**config.mk**
```make
export PLATFORM = sky130hd
export DESIGN_NAME = sleep_vote_arbiter_top
export DESIGN_NICKNAME = d
export VERILOG_FILES = /design/src/rtl/core/sva_pkg.sv /design/src/rtl/core/sleep_vote_arbiter_top.sv
export SDC_FILE = /design/constraint.sdc
export NUM_CORES = 1
export LEC_CHECK = 0
export ABC_AREA = 1
export BUFFER_PORTS_ARGS = -buffer_cell sky130_fd_sc_hd__buf_2
export CELL_PAD_IN_SITES_DETAIL_PLACEMENT = 1
export CELL_PAD_IN_SITES_GLOBAL_PLACEMENT = 2
export CORE_MARGIN = 3
export CORE_UTILIZATION = 40
export CTS_BUF_LIST = sky130_fd_sc_hd__clkbuf_4 sky130_fd_sc_hd__clkbuf_8
export CTS_CLUSTER_DIAMETER = 30
export DETAILED_ROUTE_END_ITERATION = 7
export PLACE_DENSITY = 0.81
export SLEW_MARGIN = 20
export SYNTH_ARGS = -nofsm -noshare
export SYNTH_HDL_FRONTEND = slang
export SYNTH_SLANG_ARGS = --single-unit
```
**constraint.sdc**
```tcl
create_clock -name clk -period 11.5 [get_ports clk]
set_input_delay 1.725 -clock clk [delete_from_list [all_inputs] [get_ports clk]]
set_output_delay 1.725 -clock clk [all_outputs]
set_load 0.02 [all_outputs]
```
**src/rtl/core/sva_pkg.sv**
```systemverilog
// Package: shared request, action, status and mode codes, plus delay and result limits, of the sleep vote arbiter.
`timescale 1ns / 1ps
`default_nettype none
package sva_pkg;
  localparam logic [2:0] REQ_REGISTER   = 3'd0;
  localparam logic [2:0] REQ_UNREGISTER = 3'd1;
  localparam logic [2:0] REQ_VOTE       = 3'd2;
  localparam logic [2:0] REQ_ONLINE     = 3'd3;
  localparam logic [2:0] REQ_WOKE       = 3'd4;
  localparam logic [2:0] REQ_ASLEEP     = 3'd5;
  localparam logic [2:0] REQ_STATUS     = 3'd6;
  localparam logic [2:0] REQ_TIMER      = 3'd7;

  localparam logic [2:0] ACT_NONE     = 3'd0;
  localparam logic [2:0] ACT_SLEEP    = 3'd1;
  localparam logic [2:0] ACT_WAKE     = 3'd2;
  localparam logic [2:0] ACT_NOTE_ON  = 3'd3;
  localparam logic [2:0] ACT_NOTE_OFF = 3'd4;

  localparam logic [1:0] ST_OK       = 2'd0;
  localparam logic [1:0] ST_NO_SLOT  = 2'd1;
  localparam logic [1:0] ST_WRONG_ID = 2'd2;
  localparam logic [1:0] ST_ROLE     = 2'd3;

  localparam logic [31:0] INFINITE_DELAY = 32'hFFFF_FFFF;
  localparam int unsigned MAX_RESULTS = 9;

  typedef enum logic [1:0] {
    MODE_ONLINE   = 2'd0,
    MODE_ENTERING = 2'd1,
    MODE_OFFLINE  = 2'd2
  } power_mode_t;
endpackage
`default_nettype wire

```
**src/rtl/core/sleep_vote_arbiter_top.sv**
```systemverilog
// Top level: slot table, slot-scan sequencer and result emitter of the sleep vote arbiter.
// Flow: status, wake timer, request online, a non-confirm asleep and a rejected vote or
//   unregister end in S_DECIDE; register scans, then emits; stack woke scans, then tails;
//   accepted vote or unregister decides, scans, emits; asleep confirm decides, scans,
//   tails. All results are out by the cycle after busy falls; one transaction at a time.
// Results appear for one cycle each under result_valid; the receiver cannot stall.
// Reset (rst, synchronous): slots free, mode online, role_allows_sleep set to 1.
`timescale 1ns / 1ps
`default_nettype none
module sleep_vote_arbiter_top
  import sva_pkg::*;
#(
  parameter int MODULE_SLOTS = 8
) (
  input  wire logic        clk,
  input  wire logic        rst,
  input  wire logic        start,
  output logic             busy,
  input  wire logic [2:0]  req_type,
  input  wire logic [2:0]  module_id,
  input  wire logic [31:0] delay_s,
  input  wire logic [31:0] now_s,
  input  wire logic        stack_asleep,
  input  wire logic        wants_online_note,
  input  wire logic        wants_offline_note,
  output logic             result_valid,
  output logic [1:0]       status,
  output logic [2:0]       assigned_id,
  output logic [2:0]       action,
  output logic [2:0]       target_module,
  output logic [31:0]      delay_out,
  output logic [31:0]      elapsed_s,
  output logic             is_offline,
  output logic             last,
  input  wire logic        psel,
  input  wire logic        penable,
  input  wire logic        pwrite,
  input  wire logic [2:0]  paddr,
  input  wire logic [31:0] pwdata,
  output logic [31:0]      prdata,
  output logic             pready
);
  localparam int SW = (MODULE_SLOTS > 1) ? $clog2(MODULE_SLOTS) : 1;
  localparam int CW = $clog2(MODULE_SLOTS + 1);

  typedef enum logic [2:0] {
    S_IDLE, S_SCAN, S_DECIDE, S_EMIT, S_TAIL
  } state_t;

  state_t state;

  // Slot table; deadlines and wishes have no reset.
  logic [MODULE_SLOTS-1:0] slot_in_use, slot_ready;
  logic [MODULE_SLOTS-1:0] slot_note_online, slot_note_offline;
  logic [31:0]             slot_deadline [MODULE_SLOTS];

  power_mode_t power_mode;
  logic        wake_pending;
  logic [31:0] sleep_start_time, next_wake_time;
  logic        role_allows_sleep;

  // Captured transaction.
  logic [2:0]  q_req, q_id;
  logic [31:0] q_dly, q_now;
  logic        q_asleep, q_won, q_woff;

  // Scan state.
  logic [CW-1:0] idx;
  logic [31:0]   min_dl;
  logic          all_ready;
  logic          free_found;
  logic [SW-1:0] free_slot;
  logic [3:0]    n_out;
  logic          tail_wake;
  logic [31:0]   off_delay;

  // Shared subtract/compare unit.
  logic [31:0] sub_a, sub_b, sub_diff;
  logic        sub_lt;
  assign sub_diff = sub_a - sub_b;
  assign sub_lt   = sub_a < sub_b;

  logic [SW-1:0] cur;
  assign cur = idx[SW-1:0];

  logic id_ok;
  assign id_ok = ({29'd0, q_id} < 32'(MODULE_SLOTS)) && slot_in_use[q_id[SW-1:0]];

  logic [31:0] cur_dl;
  assign cur_dl = slot_deadline[cur];

  // Slots above the scan position; a notification is the last one when none of them notify.
  logic [MODULE_SLOTS-1:0] later_mask;
  always_comb begin
    for (int i = 0; i < MODULE_SLOTS; i++) later_mask[i] = (SW'(i) > cur);
  end

  logic more_on, more_off;
  assign more_on  = |(slot_in_use & slot_note_online & later_mask);
  assign more_off = |(slot_in_use & slot_note_offline & later_mask);

  always_comb begin
    sub_a = min_dl;
    sub_b = q_now;
    unique case (state)
      S_SCAN: begin
        sub_a = cur_dl;
        sub_b = q_now;
      end
      S_DECIDE: begin
        if (q_req == REQ_ASLEEP) begin
          sub_a = next_wake_time;
          sub_b = q_now;
        end else if (q_req == REQ_STATUS) begin
          sub_a = q_now;
          sub_b = sleep_start_time;
        end else begin
          sub_a = min_dl;
          sub_b = q_now;
        end
      end
      default: begin
        sub_a = min_dl;
        sub_b = q_now;
      end
    endcase
  end

  assign pready = 1'b1;
  assign prdata = {31'd0, role_allows_sleep};
  assign busy   = (state != S_IDLE);

  task automatic put(input logic [1:0] st, input logic [2:0] id, input logic [2:0] act,
                     input logic [2:0] tgt, input logic [31:0] d, input logic [31:0] el,
                     input logic off, input logic lst);
    result_valid  <= 1'b1;
    status        <= st;
    assigned_id   <= id;
    action        <= act;
    target_module <= tgt;
    delay_out     <= d;
    elapsed_s     <= el;
    is_offline    <= off;
    last          <= lst;
  endtask

  always_ff @(posedge clk) begin
    result_valid <= 1'b0;
    if (rst) begin
      state             <= S_IDLE;
      slot_in_use       <= '0;
      slot_ready        <= '0;
      power_mode        <= MODE_ONLINE;
      wake_pending      <= 1'b0;
      sleep_start_time  <= '0;
      next_wake_time    <= '0;
      role_allows_sleep <= 1'b1;
      last              <= 1'b0;
    end else begin
      if (psel && penable && pwrite && paddr == 3'd0) begin
        role_allows_sleep <= pwdata[0];
      end
      unique case (state)
        S_IDLE: begin
          if (start) begin
            q_req <= req_type; q_id <= module_id; q_dly <= delay_s; q_now <= now_s;
            q_asleep <= stack_asleep; q_won <= wants_online_note;
            q_woff <= wants_offline_note;
            // Register and stack woke scan first; everything else decides first.
            state <= (req_type == REQ_REGISTER || req_type == REQ_WOKE) ? S_SCAN : S_DECIDE;
            idx <= '0; min_dl <= INFINITE_DELAY; all_ready <= 1'b1;
            free_found <= 1'b0; free_slot <= '0; n_out <= '0; tail_wake <= 1'b0;
          end
        end
        S_SCAN: begin
          if (q_req == REQ_REGISTER) begin
            if (!slot_in_use[cur] && !free_found) begin
              free_found <= 1'b1; free_slot <= cur;
            end
          end else if (q_req == REQ_WOKE) begin
            if (slot_in_use[cur]) begin
              slot_ready[cur] <= 1'b0;
              if (slot_note_online[cur]) begin
                put(ST_OK, 3'd0, ACT_NOTE_ON, 3'(cur),
                    (cur_dl == INFINITE_DELAY) ? INFINITE_DELAY :
                    (sub_lt ? 32'd0 : sub_diff), 32'd0, 1'b0, !more_on);
                n_out <= n_out + 4'd1;
              end
            end
          end else if (q_req == REQ_ASLEEP) begin
            if (slot_in_use[cur] && slot_note_offline[cur] &&
                n_out < 4'(MAX_RESULTS)) begin
              put(ST_OK, 3'd0, ACT_NOTE_OFF, 3'(cur), off_delay, 32'd0, 1'b0,
                  !more_off && !tail_wake);
              n_out <= n_out + 4'd1;
            end
          end else begin
            if (slot_in_use[cur]) begin
              if (!slot_ready[cur]) all_ready <= 1'b0;
              if (cur_dl < min_dl) min_dl <= cur_dl;
            end
          end
          idx <= idx + CW'(1);
          if (idx == CW'(MODULE_SLOTS - 1)) begin
            state <= (q_req == REQ_WOKE || q_req == REQ_ASLEEP) ? S_TAIL : S_EMIT;
          end
        end
        S_DECIDE: begin
          state <= S_IDLE;
          priority case (q_req)
            REQ_UNREGISTER, REQ_VOTE: begin
              if (!id_ok) begin
                put(ST_WRONG_ID, 3'd0, ACT_NONE, 3'd0, 32'd0, 32'd0, 1'b0, 1'b1);
              end else begin
                if (q_req == REQ_UNREGISTER) slot_in_use[q_id[SW-1:0]] <= 1'b0;
                else begin
                  slot_deadline[q_id[SW-1:0]] <=
                    (q_dly == INFINITE_DELAY) ? INFINITE_DELAY : q_now + q_dly;
                  slot_ready[q_id[SW-1:0]] <= 1'b1;
                end
                idx <= '0; min_dl <= INFINITE_DELAY; all_ready <= 1'b1;
                q_req <= REQ_TIMER; // marks rescan as sleep evaluation
                q_id  <= q_req;     // remember original request
                state <= S_SCAN;
              end
            end
            REQ_ONLINE: begin
              if (!id_ok) begin
                put(ST_WRONG_ID, 3'd0, ACT_NONE, 3'd0, 32'd0, 32'd0, 1'b0, 1'b1);
              end else begin
                next_wake_time <= '0;
                if (power_mode == MODE_ENTERING) wake_pending <= 1'b1;
                put(ST_OK, 3'd0, (power_mode == MODE_ENTERING) ? ACT_NONE : ACT_WAKE,
                    3'd0, 32'd0, 32'd0, 1'b0, 1'b1);
              end
            end
            REQ_ASLEEP: begin
              if (q_asleep && power_mode == MODE_ENTERING) begin
                power_mode <= MODE_OFFLINE;
                off_delay  <= sub_lt ? 32'd0 : sub_diff;
                tail_wake  <= wake_pending;
                idx <= '0;
                state <= S_SCAN;
              end else begin
                put(ST_OK, 3'd0, ACT_NONE, 3'd0, 32'd0, 32'd0, 1'b0, 1'b1);
              end
            end
            REQ_STATUS: begin
              put(ST_OK, 3'd0, ACT_NONE, 3'd0, q_asleep ? next_wake_time - q_now : 32'd0,
                  q_asleep ? sub_diff : 32'd0, q_asleep, 1'b1);
            end
            default: begin
              if (power_mode == MODE_ENTERING) wake_pending <= 1'b1;
              put(ST_OK, 3'd0, (power_mode == MODE_ENTERING) ? ACT_NONE : ACT_WAKE,
                  3'd0, 32'd0, 32'd0, 1'b0, 1'b1);
            end
          endcase
        end
        S_EMIT: begin
          state <= S_IDLE;
          if (q_req == REQ_REGISTER) begin
            if (!role_allows_sleep) begin
              put(ST_ROLE, 3'd0, ACT_NONE, 3'd0, 32'd0, 32'd0, 1'b0, 1'b1);
            end else if (!free_found) begin
              put(ST_NO_SLOT, 3'd0, ACT_NONE, 3'd0, 32'd0, 32'd0, 1'b0, 1'b1);
            end else begin
              slot_in_use[free_slot]       <= 1'b1;
              slot_ready[free_slot]        <= 1'b0;
              slot_note_online[free_slot]  <= q_won;
              slot_note_offline[free_slot] <= q_woff;
              if (q_asleep) begin
                next_wake_time <= '0;
                if (power_mode == MODE_ENTERING) wake_pending <= 1'b1;
              end
              put(ST_OK, 3'(free_slot),
                  (q_asleep && power_mode != MODE_ENTERING) ? ACT_WAKE : ACT_NONE,
                  3'd0, 32'd0, 32'd0, 1'b0, 1'b1);
            end
          end else begin
            // Sleep evaluation after vote or unregister.
            if (all_ready) begin
              next_wake_time <= sub_lt ? q_now : min_dl;
              if (!q_asleep) begin
                sleep_start_time <= q_now;
                power_mode <= MODE_ENTERING;
              end
              put(ST_OK, 3'd0, ACT_SLEEP, 3'd0, sub_lt ? 32'd0 : sub_diff,
                  32'd0, 1'b0, 1'b1);
            end else begin
              put(ST_OK, 3'd0, ACT_NONE, 3'd0, 32'd0, 32'd0, 1'b0, 1'b1);
            end
          end
        end
        S_TAIL: begin
          state <= S_IDLE;
          if (q_req == REQ_WOKE) power_mode <= MODE_ONLINE;
          // Release a held wake, or answer with no action when nothing was sent.
          if (q_req == REQ_ASLEEP && tail_wake) begin
            wake_pending <= 1'b0;
            put(ST_OK, 3'd0, ACT_WAKE, 3'd0, 32'd0, 32'd0, 1'b0, 1'b1);
          end else if (n_out == 4'd0) begin
            put(ST_OK, 3'd0, ACT_NONE, 3'd0, 32'd0, 32'd0, 1'b0, 1'b1);
          end
        end
        default: state <= S_IDLE;
      endcase
    end
  end

  // Reset drops the result strobe.
  assert property (@(posedge clk) rst |=> !result_valid);
  // An accepted transaction holds busy on the next cycle.
  assert property (@(posedge clk) disable iff (rst) (start && !busy) |=> busy);
  // Only the final result of a transaction may show after busy falls.
  assert property (@(posedge clk) disable iff (rst) (result_valid && !last) |-> busy);
  // Only defined action codes leave the block.
  assert property (@(posedge clk) disable iff (rst)
                   result_valid |-> (action <= ACT_NOTE_OFF));
  assert property (@(posedge clk) pready);
endmodule
`default_nettype wire

```
# Yosys cells after proc, flatten, opt, wreduce, memory -nomap -nowiden
# Memory sizes are Yosys's and may differ from the RTL's. A register that Yosys moved wholly into a read port is not among the register bits.
# Cells that the tools add are included.
[totals]
ff_bits = 332
mem_bits_rw = 256
in_bits = 114
wordCells = 434
mem_count = 1
[mem_list]
columns = ["name", "words", "word_bits", "read_ports", "rd_ports_with_merged_regs", "write_ports", "line", "text"]
rows = [
  ["slot_deadline", 8, 32, 1, 1, 1, "sleep_vote_arbiter_top.sv:55", "logic [31:0] slot_deadline [MODULE_SLOTS];"],
]
[classes]
n_addsub = 5
order_cmp = 17
eq_ne = 59
n_mux = 247
bitwise_logic = 15
reduce_logical = 56
[op_table]
columns = ["cell", "n"]
rows = [
  ["2-to-1 mux 32 bit", 44],
  ["case mux 32 bit (3 select lines)", 3],
  ["case mux 32 bit (4 select lines)", 2],
  ["case mux 32 bit (2 select lines)", 2],
  ["2-to-1 mux 3 bit", 40],
  ["2-to-1 mux 8 bit", 15],
  ["2-to-1 mux 1 bit", 68],
  ["== test 32 bit (second input constant)", 2],
  ["less-than comparator 32 bit", 2],
  ["subtractor 32 bit", 2],
  ["bitwise AND 8 bit", 7],
  ["!= test 2 bit (second input constant)", 26],
  ["2-to-1 mux 2 bit", 25],
  ["case mux 3 bit (4 select lines)", 4],
  ["!= test 3 bit (second input constant)", 14],
  ["AND reduction 10 bit", 4],
  ["2-to-1 mux 4 bit", 9],
  ["adder 32 bit", 1],
  ["inverter 8 bit", 3],
  ["case mux 3 bit (2 select lines)", 4],
  ["case mux 8 bit (3 select lines)", 1],
  ["AND reduction 7 bit", 3],
  ["AND reduction 5 bit", 4],
  ["bitwise mux 8 bit", 2],
  ["other kinds (44)", 112],
]

# Longest topological paths before layout
# Gate-level depths: netlist of the first run.
[logic_depth]
ltp_word = 12
depth_mapped = 28
ltp_nobuf = 27

# Worst setup path before layout of the first run
# No wires, ideal clock.
[synth_path]
path_type = "input to register"
from = "in rst"
to = "reg action[0], enable pin"
setup_time_ns = 0.511
arrival_ns = 5.322
t_required_ns = 10.989
slack_ns = 5.667
stages = 3
path_buffers = 2
path_cell_list = "clkbuf_1 > buf_1 > nor2_1"
[synth_between]
elab_chain_cells = 2
[synth_rtl]
columns = ["element", "line", "text"]
rows = [
  ["start: declaration", "sleep_vote_arbiter_top.sv:16", "input wire logic rst,"],
  ["inverter 1 bit (no source line)", "n/a", ""],
  ["AND reduction 10 bit (no source line)", "n/a", ""],
  ["end: declaration", "sleep_vote_arbiter_top.sv:29", "output logic [2:0] action,"],
]
# No other way between the ends.
# A chain may end at the register's enable or synchronous reset.

==> metrics, run 1 <==
outcome=finished, final reports clean; Async SR Flop Fraction=0%; PostCTS Resize Cnt=0; synth top area cells=edfxtp_1 47%, nand2_1 8.5%, dfxtp_1 5.7%, ha_1 5.3%, o21ai_0 5.1%; Post-CTS Setup Bufs=0; flip-flop and latch area=about 0.017 mm²; Max Freq=roughly 150 MHz; ANT nets after route=0; critical setup path kind=reg2reg; vias per cell=5.578; clk_lat worst skew=between 0.8 and 0.9 ns; largest family of logic cells by synthesized area=simple AND/OR/NAND/NOR gates; mux contribution to synthesized area=0%; GR Util All Layers=between 20% and 30%; Synth top cells by count=727 x nand2_1, 499 x edfxtp_1, 369 x inv_1; Final Core Density=46.88%; WL met2=between 50000 and 60000 µm; Hold Buf Count CTS=0; DIE WIDTH=between 200 and 300 µm; post-DP HPWL=about 82000 µm; share of cells above drive strength 1=around an eighth; initial antenna violation count=1; synth unique cells=54; hold_ws=between 0.4 and 0.5 ns; final hold vios=0; Most used DFF post-synth=edfxtp_1; Tmin final=between 6 and 7 ns; largest net degree at the start of global routing=76; max-cap violations=0; WL/cell=23.03 µm; TritonCTS clock tree=yes; crit path DAT=approximately 7.5 ns; core area=~0.079 mm²; Pwr Density=about 210 mW/mm²; Pleak=roughly 15 nW; post-synthesis compound-gate area fraction=15.46%; final WL=between 100000 and 150000 µm; Synth Area in Simple Gates=18.30%; area growth from synthesis to layout=15.64%; Placer Congestion=between 0.9 and 1; area share of the largest cell type after synthesis=46.56%; die height=289.7 µm; synthesized netlist cell count=approximately 3600; fillcell total=9259; crit end category=flop; maximum vdd drop=~0.11 mV; #FFs+latches synth=591; die area=0.08390 mm²; setup tns final=0 ns; vias in the first global route=28760; leading area contributor after synthesis=edfxtp_1; Clock Tree Root=clkbuf_8; # DRC=0; TritonRoute pass-1 iters=5; fin area=0.03722 mm²; Inserted Clock Buffers=140; # rows=a little over 100; RSZ-0062 raised after global routing=no; yosys warns=0; Netlist Area Pre-Place=0.03218 mm²; Post-synth EDFFs=499; most common cell in the netlist=nand2_1; dpl cell area=approximately 0.034 mm²; Ports=~230; Rel. slew slack=about a third; Via Count=27730; grt ovf=0; CTS sink cnt=approximately 590; Clock Skew=about 0.065 ns; Max clock buf depth=3; Metal-1 WL=roughly 50000 µm; initial DRC count=between 2000 and 2500; HP Class=reg2reg; post-synthesis xor/xnor area fraction=under 10%; Tcrit/Tclk final=approximately 60%; nets=4057; Clock transition at path regs=~0.06 ns; multi-input logic area=approximately 0.013 mm²; Startpoint Class=flop; Initial Util=40.54%; Slew @ Worst Pin=between 1 and 1.5 ns; Met3 Routed Length=between 6000 and 7000 µm; post-synthesis area per instance=8.903 µm²; PortBufs=about 160; setup violators final=0; Adder-Cell Fraction of Synth Area=5.474%; H-tree depth=4; first-pass GRT wire length=between 150000 and 200000 µm; Crit Path Max Fanout=75; fin. max-slew vios=0; Req. time, crit path=about 12 ns; max layer used=met4; Seq/Total Area, Yosys=a little over half
## path summary, 6_finish.rpt
| path | endpoint | start | slack [ns] | cells past startpoint |
|---|---|---|---|---|
| worst max-delay path | delay_out[9] | flop | 4.65 | 19 |
| worst min-delay path | next_wake_time[0] | next_wake_time[0] | 0.47 | 2 |
| worst max register to register | delay_out[9] | flop | 4.65 | 19 |
| worst min register to register | next_wake_time[0] | next_wake_time[0] | 0.47 | 2 |
## metal layers
| metal | vias to the layer above | GRT usage (%) |
|---|---|---|
| li1 | 12920 | - |
| met1 | 13800 | 35.78 |
| met2 | 796 | 43.96 |
| met3 | 211 | 4.824 |
| met4 | 0 | 10.43 |
| met5 | - | 0 |
## worst max-delay path: stages (launching register included)
cell	delay, ns
dfxtp_2	0.31
buf_4	0.64
clkinv_2	1.04
o21ai_0	0.38
o22ai_1	0.14
o21ai_1	0.49
o211ai_1	0.24
ha_1	0.44
nand2_1	0.13
o211ai_1	0.45
nand2_1	0.10
nand2_1	0.15
nand3_1	0.13
nand2_4	0.57
buf_4	0.56
inv_1	0.23
nor2_1	0.22
nand2_1	0.07
o21ai_0	0.10
nand3b_1	0.15
## cell usage in the layout, fill, tap and decap left out, drive strengths merged, types with 5 or more instances in the layout
cell type | synthesis | final
bufinv | 0 | 20
a221oi | 29 | 29
o21bai | 19 | 19
a22oi | 20 | 20
nand2 | 733 | 733
nor3 | 56 | 56
nand4 | 31 | 31
o21a | 7 | 7
edfxtp | 499 | 499
inv | 373 | 389
xnor2 | 16 | 16
a21oi | 253 | 253
o221ai | 5 | 5
conb | 2 | 32
clkinvlp | 0 | 14
buf | 103 | 198
o21ai | 370 | 370
o211ai | 47 | 47
nor2 | 362 | 362
a21boi | 9 | 9
clkinv | 5 | 49
nand3 | 150 | 150
clkbuf | 78 | 163
dfxtp | 92 | 92
a21o | 19 | 19
xor2 | 23 | 23
nor4 | 25 | 25
a211oi | 6 | 6
ha | 136 | 136
o22ai | 62 | 62
or2 | 21 | 21
nand3b | 27 | 27
a31oi | 19 | 19
## sequential cells by signal, summed over array words and instances, names as in the netlist, 4 cells and up, named ones only
| signal | count |
|---|---|
| off_delay | 32 |
| q_dly | 32 |
| q_now | 32 |
| delay_out | 32 |
| next_wake_time | 32 |
| idx | 4 |
| elapsed_s | 32 |
| slot_note_online | 8 |
| n_out | 4 |
| slot_note_offline | 8 |
| sleep_start_time | 32 |
| slot_ready | 8 |
| slot_in_use | 8 |
| slot_deadline | 256 |
| min_dl | 32 |
## metrics by stage
stage                     std cells  worst slack [ns]  total power [W]
after floorplan                3645             5.667         0.004051
after global routing           4970             4.142         0.008071
after global placement         4711             5.000         0.004714
after detailed placement       4711             4.856         0.004784
final                          4971             4.653         0.007649
after CTS                      4968             4.812         0.007699
## kinds of logic (layout without fill, tap and decap cells)
logic type               Yosys count  count (layout)
buffers and inverters            559             833
AO/OA/AOI/OAI                    876             876
AND/OR/NAND/NOR                 1409            1409
flip-flops                       591             591
adder cells (fa/ha/maj)          139             139
XOR/XNOR                          39              39
other                              2              34
## area by class of cell
cell class | count | area share, %
clock buffer | 163 | 5.759
multi-input combinational | 2495 | 35.55
clock inverter | 94 | 3.170
tap | 1050 | 3.530
antenna | 2 | 0.01345
sequential | 591 | 45.22
timing repair buffer | 198 | 2.938
inverter | 378 | 3.816
## where the power goes
group	internal (W)	switching, W
logic	0.000588	0.00159
registers	0.00251	0.0000786
clock network	0.00175	0.00114
total	0.00485	0.00280
No activity file was read; power rests on OpenSTA's default activity.
==> run 2: changes to the inputs <==
--- a/config.mk
+++ b/config.mk
@@ -10,11 +10,11 @@
 export CELL_PAD_IN_SITES_DETAIL_PLACEMENT = 1
 export CELL_PAD_IN_SITES_GLOBAL_PLACEMENT = 2
 export CORE_MARGIN = 3
-export CORE_UTILIZATION = 40
+export CORE_UTILIZATION = 39
 export CTS_BUF_LIST = sky130_fd_sc_hd__clkbuf_4 sky130_fd_sc_hd__clkbuf_8
 export CTS_CLUSTER_DIAMETER = 30
 export DETAILED_ROUTE_END_ITERATION = 7
-export PLACE_DENSITY = 0.81
+export PLACE_DENSITY = 0.79
 export SLEW_MARGIN = 20
 export SYNTH_ARGS = -nofsm -noshare
 export SYNTH_HDL_FRONTEND = slang
==> constraint.sdc (replaced) <==
create_clock -name clk -period 7.1 [get_ports clk]
set_input_delay 1.065 -clock clk [delete_from_list [all_inputs] [get_ports clk]]
set_output_delay 1.065 -clock clk [all_outputs]
set_load 0.02 [all_outputs]
==> metrics, run 2 (synthesized netlist as in run 1, its figures left out) <==
outcome=finished, final reports clean; initial antenna violation count=2 (+1); crit path DAT=6.31 ns (-1.18 ns); Largest register FFs=256 (unchanged); Rel. slew slack=26.60% (-5.8 points); most common cell after layout, fill and taps aside=nand2_1; TritonRoute pass-1 iters=5 (unchanged); fin. max-slew vios=0 (unchanged); Placer Congestion=0.8884 (-4.8%); Pleak=15.32 nW (+0.71%); initial DRC count=1864 (-8.2%); Critical path buffers and inverters=4 (unchanged); Crit path max-delay family=simple AND/OR/NAND/NOR gates; critical setup path kind=reg2reg; grt ovf=0 (unchanged); dpl cell area=0.03394 mm² (+0.21%); Initial Util=39.64% (-0.90 points); Via Count=27700 (-0.11%); final WL=115200 µm (+0.61%); Critical-path top delay cell=clkinv_1; first-pass GRT wire length=173300 µm (+1.6%); DIE WIDTH=293.3 µm (+1.2%); area growth from synthesis to layout=16.13%; maximum vdd drop=0.1967 mV (+76%); Max Freq=174.1 MHz (+19%); Slew @ Worst Pin=1.094 ns (+0.07952 ns); Final Core Density=46.03% (-0.85 points); WL/cell=23.03 µm (about the same); setup violators final=0 (unchanged); CTS sink cnt=591 (unchanged); GR Util All Layers=26.55% (-0.42 points); setup tns final=0 ns (unchanged); Clock Tree Root=clkbuf_8; placed insts=4728 (+0.36%); Clock transition at path regs=0.05 ns (about the same); Req. time, crit path=7.66 ns (-4.48 ns); Pwr Density=333.3 mW/mm² (+62%); fin area=0.03737 mm² (+0.42%); fillcell total=9439 (+1.9%); Crit Path Max Fanout=42 (-44%); final hold vios=0 (unchanged); post-DP HPWL=83460 µm (+1.2%); Clock Skew=0.04749 ns (-0.01769 ns); Max clock buf depth=3 (unchanged); die area=0.08600 mm² (+2.5%); RSZ-0062 raised after global routing=no; Hold Buf Count CTS=0 (unchanged); cells along the critical path=inv_1 > nor2_2 > nand2_1 > nand2_1 > clkinv_1 > buf_4 > a221oi_1 > a22oi_1 > ha_1 > a21oi_1 > o21bai_1 > a21oi_1 > o21ai_0 > a21oi_1 > nand2_4 > inv_1 > nor2_1 > nand2_1 > o21ai_0 > nand3b_1; clk_lat worst skew=0.82 ns (about the same); Startpoint Class=flop; die height=293.3 µm (+1.2%); vias in the first global route=28820 (+0.19%); Tcrit/Tclk final=80.91% (+21 points); share of cells above drive strength 1=13.19% (+0.31 points); Post-Layout Cell Count=5002 (+0.62%); H-tree depth=4 (unchanged); PostCTS Resize Cnt=0 (unchanged); commonest cells after routing, fill and taps aside=724 x nand2_1, 499 x edfxtp_1, 366 x inv_1; HP Class=in2reg; hold_ws=0.4214 ns (-0.04877 ns); # rows=104 (+0.97%); ANT nets after route=0 (unchanged); # DRC=0 (unchanged); max-cap violations=0 (unchanged); Inserted Clock Buffers=149 (+6.4%); TritonCTS clock tree=yes; Ports=226 (unchanged); largest net degree at the start of global routing=79 (+3.9%); Post-CTS Setup Bufs=0 (unchanged); Tmin final=5.745 ns (-1.102 ns); vias per cell=5.537 (-0.73%); core area=0.08120 mm² (+2.3%); PortBufs=162 (unchanged); nets=4072 (+0.37%); crit end category=flop; crit-path max cell delay=0.60 ns (-0.44 ns)
[run 2: path summary, 6_finish.rpt]
kind	cells past startpoint	startpoint	slack, ns	to
max	20	state[1]	1.36	delay_out[9]
min	1	now_s[4]	0.42	q_now[4]
max reg2reg	20	state[1]	1.36	delay_out[9]
min reg2reg	2	power_mode[1]	0.47	power_mode[1]
[run 2: worst reg2reg max path: cells and delay by family (launching register included)]
| kind | cells | cell delay, ns |
|---|---|---|
| compound gates | 8 | 1.59 |
| fa+ha+maj | 1 | 0.38 |
| flops | 1 | 0.32 |
| simple gates | 7 | 1.73 |
| buf+inv | 4 | 1.48 |
[run 2: layer usage]
metal	part of all wire, %	GRT usage (%)	wire (µm)	up-vias
li1	-	-	-	12960
met2	47	43.69	54030	737
met1	45	35.75	52260	13820
met3	5.0	4.399	5798	180
met4	2.7	8.958	3095	0
met5	0	0	0	-
[run 2: area by class of cell]
class	count	area, µm²	share of cell area (%)
flip-flops and latches	591	16830	45.04
multi-input cells	2495	13230	35.39
clock buffers	174	2276	6.090
inverters	378	1420	3.800
well taps	1060	1326	3.549
clock inverters	99	1154	3.087
repair buffers	204	1139	3.047
diodes	1	2.502	0.006696
[run 2: through the flow]
step,setup WS (ns),power (W)
after CTS,1.373,0.01256
after floorplan,1.860,0.006561
after global placement,1.491,0.007636
after detailed placement,1.353,0.007748
final,1.355,0.01246
after global routing,0.8179,0.01318
[run 2: where the power goes]
group / leakage, nW / internal, W / switching, W
Sequential: 5.25 / 0.00407 / 0.000122
Clock: 1.75 / 0.00294 / 0.00181
Combinational: 8.32 / 0.000965 / 0.00254
